`src/sv/tcf_pkg.sv`:
```
// tcf_pkg: shared constants, operation codes and the CORDIC arctangent table
// for the tilt complementary filter. No dependencies.
`default_nettype none
package tcf_pkg;

  localparam int CORDIC_STEPS = 18;
  localparam int TABLE_LEN    = 24;
  localparam int CORDIC_N     = (CORDIC_STEPS > TABLE_LEN) ? TABLE_LEN : CORDIC_STEPS;

  localparam int ANGLE_W   = 25;
  localparam int ACC_W     = 56;
  localparam int MUL_A_W   = 34;
  localparam int MUL_B_W   = 18;
  localparam int CXY_W     = 34;
  localparam int RAD_W     = 60;
  localparam int SQRT_BITS = 30;
  localparam int CNT_W     = 5;

  localparam logic signed [ANGLE_W-1:0] ANGLE_LIMIT = 25'sd11796480;
  localparam logic [16:0] WEIGHT_ONE   = 17'd65536;
  localparam logic [16:0] WEIGHT_RESET = 17'd1311;
  localparam logic [31:0] STEP_RESET   = 32'd187905;

  localparam logic [CNT_W-1:0] SQRT_LAST = CNT_W'(SQRT_BITS - 1);
  localparam logic [CNT_W-1:0] CORD_LAST = CNT_W'(CORDIC_N - 1);

  // register indexes
  localparam logic REG_WEIGHT = 1'b0;
  localparam logic REG_STEP   = 1'b1;

  // datapath operations
  typedef logic [3:0] op_t;
  localparam op_t OP_NOP   = 4'd0;
  localparam op_t OP_LOAD  = 4'd1;
  localparam op_t OP_SQB   = 4'd2;
  localparam op_t OP_SQC   = 4'd3;
  localparam op_t OP_SQI   = 4'd4;
  localparam op_t OP_SQS   = 4'd5;
  localparam op_t OP_CI    = 4'd6;
  localparam op_t OP_CS    = 4'd7;
  localparam op_t OP_ANG   = 4'd8;
  localparam op_t OP_INC   = 4'd9;
  localparam op_t OP_PRED  = 4'd10;
  localparam op_t OP_MIX1  = 4'd11;
  localparam op_t OP_MIX2  = 4'd12;
  localparam op_t OP_STORE = 4'd13;
  localparam op_t OP_OUT   = 4'd14;

  typedef struct packed {
    op_t              op;
    logic [CNT_W-1:0] idx;
    logic             axis;   // 0 pitch, 1 roll
  } cmd_t;

  // atan(2^-i) in Q16 degrees, rounded to nearest
  function automatic logic [21:0] atan_q16(input logic [CNT_W-1:0] i);
    logic [21:0] v;
    case (i)
      5'd0:  v = 22'd2949120;
      5'd1:  v = 22'd1740967;
      5'd2:  v = 22'd919879;
      5'd3:  v = 22'd466945;
      5'd4:  v = 22'd234379;
      5'd5:  v = 22'd117304;
      5'd6:  v = 22'd58666;
      5'd7:  v = 22'd29335;
      5'd8:  v = 22'd14668;
      5'd9:  v = 22'd7334;
      5'd10: v = 22'd3667;
      5'd11: v = 22'd1833;
      5'd12: v = 22'd917;
      5'd13: v = 22'd458;
      5'd14: v = 22'd229;
      5'd15: v = 22'd115;
      5'd16: v = 22'd57;
      5'd17: v = 22'd29;
      5'd18: v = 22'd14;
      5'd19: v = 22'd7;
      5'd20: v = 22'd4;
      5'd21: v = 22'd2;
      5'd22: v = 22'd1;
      default: v = 22'd0;
    endcase
    return v;
  endfunction

endpackage
`default_nettype wire

```
`src/sv/tcf_ctrl.sv`:
```
// tcf_ctrl: sequencer for the tilt filter; issues datapath commands and owns
// the handshake state. Depends on tcf_pkg.
`default_nettype none
module tcf_ctrl (
  input  wire logic       clk,
  input  wire logic       rst_n,
  input  wire logic       in_valid,
  output logic            in_stall,
  output logic            out_valid,
  input  wire logic       out_stall,
  output tcf_pkg::cmd_t   cmd
);

  localparam logic [3:0] S_IDLE  = 4'd0;
  localparam logic [3:0] S_SQB   = 4'd1;
  localparam logic [3:0] S_SQC   = 4'd2;
  localparam logic [3:0] S_SQI   = 4'd3;
  localparam logic [3:0] S_SQS   = 4'd4;
  localparam logic [3:0] S_CI    = 4'd5;
  localparam logic [3:0] S_CS    = 4'd6;
  localparam logic [3:0] S_ANG   = 4'd7;
  localparam logic [3:0] S_INC   = 4'd8;
  localparam logic [3:0] S_PRED  = 4'd9;
  localparam logic [3:0] S_MIX1  = 4'd10;
  localparam logic [3:0] S_MIX2  = 4'd11;
  localparam logic [3:0] S_STORE = 4'd12;
  localparam logic [3:0] S_OUT   = 4'd13;

  logic [3:0]                 state_r, state_nxt;
  logic [tcf_pkg::CNT_W-1:0]  cnt_r, cnt_nxt;
  logic                       axis_r, axis_nxt;
  logic                       oval_r, oval_nxt;
  logic                       out_free;

  assign in_stall  = (state_r != S_IDLE);
  assign out_valid = oval_r;
  assign out_free  = !oval_r || !out_stall;

  always_comb begin
    state_nxt = state_r;
    cnt_nxt   = cnt_r;
    axis_nxt  = axis_r;
    oval_nxt  = oval_r && out_stall;
    cmd.op    = tcf_pkg::OP_NOP;
    cmd.idx   = cnt_r;
    cmd.axis  = axis_r;
    unique case (state_r)
      S_IDLE: begin
        if (in_valid) begin
          cmd.op    = tcf_pkg::OP_LOAD;
          axis_nxt  = 1'b0;
          state_nxt = S_SQB;
        end
      end
      S_SQB: begin
        cmd.op = tcf_pkg::OP_SQB; state_nxt = S_SQC;
      end
      S_SQC: begin
        cmd.op = tcf_pkg::OP_SQC; state_nxt = S_SQI;
      end
      S_SQI: begin
        cmd.op = tcf_pkg::OP_SQI; cnt_nxt = tcf_pkg::SQRT_LAST; state_nxt = S_SQS;
      end
      S_SQS: begin
        cmd.op = tcf_pkg::OP_SQS;
        cnt_nxt = cnt_r - tcf_pkg::CNT_W'(1);
        if (cnt_r == '0) state_nxt = S_CI;
      end
      S_CI: begin
        cmd.op = tcf_pkg::OP_CI; cnt_nxt = '0; state_nxt = S_CS;
      end
      S_CS: begin
        cmd.op = tcf_pkg::OP_CS;
        cnt_nxt = cnt_r + tcf_pkg::CNT_W'(1);
        if (cnt_r == tcf_pkg::CORD_LAST) state_nxt = S_ANG;
      end
      S_ANG: begin
        cmd.op = tcf_pkg::OP_ANG; state_nxt = S_INC;
      end
      S_INC: begin
        cmd.op = tcf_pkg::OP_INC; state_nxt = S_PRED;
      end
      S_PRED: begin
        cmd.op = tcf_pkg::OP_PRED; state_nxt = S_MIX1;
      end
      S_MIX1: begin
        cmd.op = tcf_pkg::OP_MIX1; state_nxt = S_MIX2;
      end
      S_MIX2: begin
        cmd.op = tcf_pkg::OP_MIX2; state_nxt = S_STORE;
      end
      S_STORE: begin
        cmd.op = tcf_pkg::OP_STORE;
        if (axis_r) begin
          state_nxt = S_OUT;
        end else begin
          axis_nxt  = 1'b1;
          state_nxt = S_SQB;
        end
      end
      S_OUT: begin
        // hold until the output register is free
        if (out_free) begin
          cmd.op    = tcf_pkg::OP_OUT;
          oval_nxt  = 1'b1;
          state_nxt = S_IDLE;
        end
      end
      default: state_nxt = S_IDLE;
    endcase
  end

  always_ff @(posedge clk) begin
    if (!rst_n) begin
      state_r <= S_IDLE;
      cnt_r   <= '0;
      axis_r  <= 1'b0;
      oval_r  <= 1'b0;
    end else begin
      state_r <= state_nxt;
      cnt_r   <= cnt_nxt;
      axis_r  <= axis_nxt;
      oval_r  <= oval_nxt;
    end
  end

endmodule
`default_nettype wire

```
`src/sv/tcf_dp.sv`:
```
// tcf_dp: datapath of the tilt filter: shared multiplier/accumulator, bit-serial
// square root, iterative CORDIC and blend. Depends on tcf_pkg.
`default_nettype none
module tcf_dp (
  input  wire logic                 clk,
  input  wire logic                 rst_n,
  input  wire tcf_pkg::cmd_t        cmd,
  input  wire logic signed [15:0]   in_accel_x,
  input  wire logic signed [15:0]   in_accel_y,
  input  wire logic signed [15:0]   in_accel_z,
  input  wire logic signed [15:0]   in_rate_pitch_raw,
  input  wire logic signed [15:0]   in_rate_roll_raw,
  input  wire logic [16:0]          blend_weight,
  input  wire logic [31:0]          gyro_step,
  output logic signed [24:0]        out_pitch_deg,
  output logic signed [24:0]        out_roll_deg
);

  localparam int AW = tcf_pkg::ANGLE_W;

  logic signed [15:0] ax_r, ay_r, az_r, gp_r, gr_r;
  logic signed [tcf_pkg::ACC_W-1:0] acc_r;
  logic [tcf_pkg::RAD_W-1:0] rem_r, res_r;
  logic signed [tcf_pkg::CXY_W-1:0] x_r, y_r;
  logic signed [AW-1:0] z_r, ang_r, pitch_r, roll_r, opitch_r, oroll_r;
  logic signed [33:0] pred_r;

  logic signed [15:0] sel_a, sel_b, sel_c, sel_rate;
  logic signed [AW-1:0] sel_angle;
  logic signed [tcf_pkg::MUL_A_W-1:0] mul_a;
  logic signed [tcf_pkg::MUL_B_W-1:0] mul_b;
  logic signed [51:0] prod;
  logic [16:0] alpha, om_alpha;
  logic [tcf_pkg::RAD_W-1:0] one, trial;
  logic signed [tcf_pkg::CXY_W-1:0] xs, ys;
  logic signed [AW-1:0] tab;
  logic signed [39:0] mix;
  logic signed [AW-1:0] sat;

  assign sel_a     = cmd.axis ? ay_r : ax_r;
  assign sel_b     = cmd.axis ? ax_r : ay_r;
  assign sel_c     = az_r;
  assign sel_rate  = cmd.axis ? gr_r : gp_r;
  assign sel_angle = cmd.axis ? roll_r : pitch_r;

  assign alpha    = (blend_weight > tcf_pkg::WEIGHT_ONE) ? tcf_pkg::WEIGHT_ONE : blend_weight;
  assign om_alpha = tcf_pkg::WEIGHT_ONE - alpha;

  always_comb begin
    case (cmd.op)
      tcf_pkg::OP_SQB: begin
        mul_a = 34'(sel_b); mul_b = 18'(sel_b);
      end
      tcf_pkg::OP_SQC: begin
        mul_a = 34'(sel_c); mul_b = 18'(sel_c);
      end
      tcf_pkg::OP_INC: begin
        mul_a = $signed({2'b00, gyro_step}); mul_b = 18'(sel_rate);
      end
      tcf_pkg::OP_MIX1: begin
        mul_a = pred_r; mul_b = $signed({1'b0, om_alpha});
      end
      tcf_pkg::OP_MIX2: begin
        mul_a = 34'(ang_r); mul_b = $signed({1'b0, alpha});
      end
      default: begin
        mul_a = '0; mul_b = '0;
      end
    endcase
  end

  assign prod = mul_a * mul_b;

  // square root step: trial bit is 4^idx
  assign one   = tcf_pkg::RAD_W'(1) << {cmd.idx, 1'b0};
  assign trial = res_r + one;

  // CORDIC step
  assign xs  = x_r >>> cmd.idx;
  assign ys  = y_r >>> cmd.idx;
  assign tab = $signed({3'b000, tcf_pkg::atan_q16(cmd.idx)});

  assign mix = acc_r[55:16];
  always_comb begin
    if (mix > 40'(tcf_pkg::ANGLE_LIMIT))       sat = tcf_pkg::ANGLE_LIMIT;
    else if (mix < -40'(tcf_pkg::ANGLE_LIMIT)) sat = -tcf_pkg::ANGLE_LIMIT;
    else                                       sat = mix[AW-1:0];
  end

  always_ff @(posedge clk) begin
    if (!rst_n) begin
      pitch_r <= '0;
      roll_r  <= '0;
    end else if (cmd.op == tcf_pkg::OP_STORE) begin
      if (cmd.axis) roll_r <= sat;
      else          pitch_r <= sat;
    end
  end

  always_ff @(posedge clk) begin
    case (cmd.op)
      tcf_pkg::OP_LOAD: begin
        ax_r <= in_accel_x; ay_r <= in_accel_y; az_r <= in_accel_z;
        gp_r <= in_rate_pitch_raw; gr_r <= in_rate_roll_raw;
      end
      tcf_pkg::OP_SQB:  acc_r <= 56'(prod);
      tcf_pkg::OP_SQC:  acc_r <= acc_r + 56'(prod);
      tcf_pkg::OP_SQI: begin
        rem_r <= {acc_r[31:0], 28'd0};
        res_r <= '0;
      end
      tcf_pkg::OP_SQS: begin
        if (rem_r >= trial) begin
          rem_r <= rem_r - trial;
          res_r <= (res_r >> 1) + one;
        end else begin
          res_r <= res_r >> 1;
        end
      end
      tcf_pkg::OP_CI: begin
        x_r <= $signed({3'b000, res_r[30:0]});
        y_r <= $signed({{4{sel_a[15]}}, sel_a, 14'd0});
        z_r <= '0;
      end
      tcf_pkg::OP_CS: begin
        if (!y_r[tcf_pkg::CXY_W-1]) begin
          x_r <= x_r + ys; y_r <= y_r - xs; z_r <= z_r + tab;
        end else begin
          x_r <= x_r - ys; y_r <= y_r + xs; z_r <= z_r - tab;
        end
      end
      tcf_pkg::OP_ANG:  ang_r <= (sel_a == '0) ? '0 : z_r;
      tcf_pkg::OP_INC:  acc_r <= 56'(prod) + 56'sd32768;
      tcf_pkg::OP_PRED: pred_r <= 34'(sel_angle) + 34'($signed(acc_r[47:16]));
      tcf_pkg::OP_MIX1: acc_r <= 56'(prod) + 56'sd32768;
      tcf_pkg::OP_MIX2: acc_r <= acc_r + 56'(prod);
      tcf_pkg::OP_OUT: begin
        opitch_r <= pitch_r; oroll_r <= roll_r;
      end
      default: ;
    endcase
  end

  assign out_pitch_deg = opitch_r;
  assign out_roll_deg  = oroll_r;

endmodule
`default_nettype wire

```
`src/sv/tilt_complementary_filter.sv`:
```
// tilt_complementary_filter: top level; configuration registers and the
// controller/datapath pair. Depends on tcf_pkg, tcf_ctrl, tcf_dp.
//
// - Input channel (in_*): one IMU sample per transaction, raw accel x/y/z and
//   gyro rates for pitch and roll. Accepted when in_valid && !in_stall.
// - Result channel (out_*): one transaction per sample with the new pitch and
//   roll angles, signed Q9.16 degrees, saturated to +/-180.
// - APB port: blend weight at 0x0, gyro step at 0x4; pready is tied high.
//   Write only while the block is idle.
// - Sequence: each axis runs two square/accumulate passes, root setup, 30
//   square-root bit steps, CORDIC setup, CORDIC_N (18) vectoring steps,
//   then angle, gyro increment, prediction, two blend multiplies and the
//   store. The axes run one after the other on the shared datapath; a last
//   step then loads the output register.
// - One sample at a time: in_stall stays high from accept until the result
//   is loaded into the output register.
// - While out_stall holds a result, the next sample is computed and waits at
//   its end until the output register is taken.
// - Reset (rst_n low, synchronous) clears both angles, the handshake state
//   and loads the register defaults.
`default_nettype none
module tilt_complementary_filter (
  input  wire logic               clk,
  input  wire logic               rst_n,
  input  wire logic               in_valid,
  output logic                    in_stall,
  input  wire logic signed [15:0] in_accel_x,
  input  wire logic signed [15:0] in_accel_y,
  input  wire logic signed [15:0] in_accel_z,
  input  wire logic signed [15:0] in_rate_pitch_raw,
  input  wire logic signed [15:0] in_rate_roll_raw,
  output logic                    out_valid,
  input  wire logic               out_stall,
  output logic signed [24:0]      out_pitch_deg,
  output logic signed [24:0]      out_roll_deg,
  input  wire logic               psel,
  input  wire logic               penable,
  input  wire logic               pwrite,
  input  wire logic [2:0]         paddr,
  input  wire logic [31:0]        pwdata,
  output logic [31:0]             prdata,
  output logic                    pready
);

  logic [16:0] weight_r;
  logic [31:0] step_r;
  logic        wr_en;
  tcf_pkg::cmd_t cmd;

  // register decode uses the word address bit only
  assign pready = 1'b1;
  assign wr_en  = psel && penable && pwrite;

  always_ff @(posedge clk) begin
    if (!rst_n) begin
      weight_r <= tcf_pkg::WEIGHT_RESET;
      step_r   <= tcf_pkg::STEP_RESET;
    end else if (wr_en) begin
      if (paddr[2] == tcf_pkg::REG_WEIGHT) weight_r <= pwdata[16:0];
      else                                 step_r   <= pwdata;
    end
  end

  assign prdata = (paddr[2] == tcf_pkg::REG_WEIGHT) ? {15'd0, weight_r} : step_r;

  tcf_ctrl u_ctrl (
    .clk       (clk),
    .rst_n     (rst_n),
    .in_valid  (in_valid),
    .in_stall  (in_stall),
    .out_valid (out_valid),
    .out_stall (out_stall),
    .cmd       (cmd)
  );

  tcf_dp u_dp (
    .clk               (clk),
    .rst_n             (rst_n),
    .cmd               (cmd),
    .in_accel_x        (in_accel_x),
    .in_accel_y        (in_accel_y),
    .in_accel_z        (in_accel_z),
    .in_rate_pitch_raw (in_rate_pitch_raw),
    .in_rate_roll_raw  (in_rate_roll_raw),
    .blend_weight      (weight_r),
    .gyro_step         (step_r),
    .out_pitch_deg     (out_pitch_deg),
    .out_roll_deg      (out_roll_deg)
  );

endmodule
`default_nettype wire

```
`config.mk`:
```
export PLATFORM = sky130hd
export DESIGN_NAME = tilt_complementary_filter
export DESIGN_NICKNAME = d
export VERILOG_FILES = /design/src/sv/tcf_pkg.sv /design/src/sv/tcf_ctrl.sv /design/src/sv/tcf_dp.sv /design/src/sv/tilt_complementary_filter.sv
export SDC_FILE = /design/constraint.sdc
export NUM_CORES = 2
export LEC_CHECK = 0
export ABC_AREA = 1
export BUFFER_PORTS_ARGS = -buffer_cell sky130_fd_sc_hd__buf_4
export CORE_UTILIZATION = 40
export CTS_CLUSTER_SIZE = 12
export DETAILED_ROUTE_END_ITERATION = 10
export PLACE_DENSITY = 0.66
export REMOVE_ABC_BUFFERS = 1
export SKIP_LAST_GASP = 1
export SYNTH_ARGS = -nofsm -noshare
export SYNTH_HDL_FRONTEND = slang
export SYNTH_SLANG_ARGS = --single-unit
```
`constraint.sdc`:
```
create_clock -name clk -period 11.7 [get_ports clk]
set_input_delay 0 -clock clk [delete_from_list [all_inputs] [get_ports clk]]
set_output_delay 0 -clock clk [all_outputs]
set_load 0.005 [all_outputs]
```
==> flow_metrics.tcl <==
set metrics [dict create \
    via_per_inst 5.45 \
    max_slew_margin 0.113 \
    nFillCells 18900 \
    ant_nets 0 \
    critical_path.most_common_cell "nand2_1" \
    hpwlAfterDp_mm 225 \
    rows 157 \
    antenna_found_initial 4 \
    crit_arrival_ns 11.44 \
    r2r_slack_ns 0.70 \
    drtIter0Drc 7095 \
    clk_path_buf_depth 3 \
    fmax_mhz 90.9 \
    area_delta_synth_final_pct 10.9 \
    min_period_ns 11.00 \
    core_um2 184000 \
    status "finished clean" \
    clock_latency_ns 0.71 \
    grtUsageTotal 0.294 \
    crit-reg2reg-launch "weight_r[12]$_SDFFE_PN0P_" \
    setup-tns-final_ns 0 \
    ys_ff_latch 589 \
    crit_type "register to register" \
    gp_congestion 1.02 \
    critPathLaunchType "register" \
    synth.cell_area_um2 74200 \
    die_h_um 433 \
    mostFrequentLayoutCells "nand2_1 (2800), inv_1 (1784), nor2_1 (1048)" \
    grt_max_degree 94 \
    cap_violations 0 \
    wl_mm 281 \
    ys_warn_count 0 \
    synth-seq-area-share 0.220 \
    whs_endpoint "u_dp.ax_r[8]$_DFFE_PN_" \
    nets 12000 \
    crit_slowest_cell "fa_1" \
    finalHoldViolCount 0 \
    syn_inst 10700 \
    crit_path_end_kind "register" \
    avgSynthCellArea_um2 6.95 \
    yosysUniqueCellTypes 78 \
    hp-start "in_accel_x[8]" \
    drive_gt1_frac 0.0586 \
    cts_root_buffer "clkbuf_16" \
    hp-class "primary input to register" \
    final_common_cell "nand2_1" \
    rsz0062_at_grt "false" \
    grt_pass1_vias 70200 \
    cpPeakStageDelay_ns 0.61 \
    synth_flop_cell "edfxtp_1" \
    setup_viol 0 \
    dr.pass1.iters 6 \
    grt_pass1_wl_mm 421 \
    io_pins 207 \
    dieArea_um2 187000 \
    dieWidth_um 433 \
    crit_path_max_fanout 31 \
    ys_async_sr_fraction 0 \
    cts_tree "done" \
    h-tree-depth 3 \
    cts.sinks 589 \
    numCtsBuffers 74 \
    wl_per_cell_um 21.0 \
    path_clk_slew_ns 0.06 \
    initial_core_util 0.404 \
    fin_skew_ns 0.0459 \
    r2r_end "u_dp.acc_r[46]$_DFFE_PP_" \
    final_max_slew_viol_count 0 \
    hold_depth 2 \
    route.detailed.drc 0 \
    portBuffers 203 \
    synth_edf_count 457 \
    worst_slew_pin_slew_ns 1.33 \
    worst_ep_required_time_ns 12.14 \
    reg2reg_depth 49 \
    overflow 0 \
    fin_crit_sh 0.940 \
    num_vias 73200 \
]
-- flip-flops by register name, indices dropped and copies added (netlist names), 25 cells and up --
signal / flops
u_dp.res_r: 60
u_dp.roll_r: 25
u_dp.out_roll_deg: 25
u_dp.rem_r: 60
u_dp.out_pitch_deg: 25
u_dp.acc_r: 56
u_dp.pred_r: 33
u_dp.z_r: 25
u_dp.pitch_r: 25
step_r: 32
u_dp.ang_r: 25
u_dp.x_r: 34
u_dp.y_r: 34
-- layout make-up --
class	count	area [µm²]	area share
clock buffers	103	2100	0.0256
multi-input cells	7978	49800	0.605
repair buffers	442	3670	0.0446
clock inverters	35	459	0.00558
flip-flops and latches	589	16400	0.199
well taps	2464	3080	0.0375
diodes	2	5.00	0.0000608
inverters	1815	6820	0.0828
-- critical path: cells and delay by family (launching register included) --
kind	cells	cell delay, ns
flip-flops	1	0.40
adder cells (fa/ha/maj)	9	4.26
AND/OR/NAND/NOR	26	4.25
buffers and inverters	9	1.23
AO/OA/AOI/OAI	5	0.61
-- worst max path at each step --
stage	to	slack (ns)	from	depth (start not counted)
after detailed placement	u_dp.acc_r[46]$_DFFE_PP_	0.90	weight_r[12]$_SDFFE_PN0P_	49
final	u_dp.acc_r[46]$_DFFE_PP_	0.70	weight_r[12]$_SDFFE_PN0P_	49
after floorplan	u_dp.acc_r[35]$_DFFE_PP_	1.24	u_ctrl.axis_r$_SDFFE_PN0P_	39
after CTS	u_dp.acc_r[46]$_DFFE_PP_	0.90	weight_r[12]$_SDFFE_PN0P_	49
after global routing	u_dp.acc_r[49]$_DFFE_PP_	0.15	weight_r[12]$_SDFFE_PN0P_	44
after global placement	u_dp.acc_r[46]$_DFFE_PP_	0.91	weight_r[12]$_SDFFE_PN0P_	49
-- synth_stat cells, types with 38 or more instances --
master | count | area share
edfxtp_1 | 457 | 0.18
nand4_1 | 131 | 0.011
ha_1 | 438 | 0.074
buf_2 | 104 | 0.0070
a31oi_1 | 57 | 0.0048
or2_2 | 59 | 0.0050
nand3_1 | 646 | 0.044
a21oi_1 | 677 | 0.046
nor2_1 | 1061 | 0.054
o21bai_1 | 52 | 0.0053
nand2_1 | 2804 | 0.14
nor4_1 | 38 | 0.0032
dfxtp_1 | 132 | 0.036
o21ai_0 | 651 | 0.044
nor2_2 | 38 | 0.0032
nor3_1 | 95 | 0.0064
inv_1 | 1785 | 0.090
o211ai_1 | 61 | 0.0062
xnor2_1 | 99 | 0.012
xor2_1 | 153 | 0.018
a21o_1 | 41 | 0.0041
fa_1 | 581 | 0.16
clkbuf_1 | 148 | 0.0075
-- layer usage --
| layer | share of wire | wire length, µm | up-vias | GRT usage |
|---|---|---|---|---|
| li1 | - | - | 34700 | - |
| met1 | 0.40 | 113000 | 35000 | 0.369 |
| met2 | 0.46 | 131000 | 2921 | 0.482 |
| met3 | 0.072 | 20200 | 637 | 0.0424 |
| met4 | 0.065 | 18200 | 0 | 0.170 |
| met5 | 0 | 0 | - | 0 |
-- cells by family after synthesis --
logic type,count (synthesis),share of synthesized area
multiplexers,3,0.000405
XOR/XNOR,256,0.0309
AND/OR/NAND/NOR,4977,0.278
other,1,0.0000505
buffers and inverters,2114,0.110
AO/OA/AOI/OAI,1722,0.129
adder cells (fa/ha/maj),1019,0.230
flip-flops,589,0.220
-- repair_timing --
action | in CTS | in global routing
hold endpoints to repair | 147 | 0
gates resized for setup | 0 | 0
hold buffers | 132 | 0
buffers inserted | 0 | 0
-- per-stage QoR --
step | util | std cells | area [µm²] | worst slack (ns) | hold slack, ns
global route | 0.448 | 13400 | 82300 | 0.155 | 0.0207
CTS | 0.448 | 13400 | 82300 | 0.897 | 0.00111
global placement | 0.427 | 13200 | 78400 | 0.911 | 0.179
floorplan | - | 10400 | 72800 | 1.24 | 0.0789
detailed placement | 0.427 | 13200 | 78400 | 0.897 | 0.180
finish | 0.448 | 13400 | 82300 | 0.703 | 0.0306
Power is not shown: default switching activity piles up to over one toggle a cycle in this logic, so the estimate is an artifact.
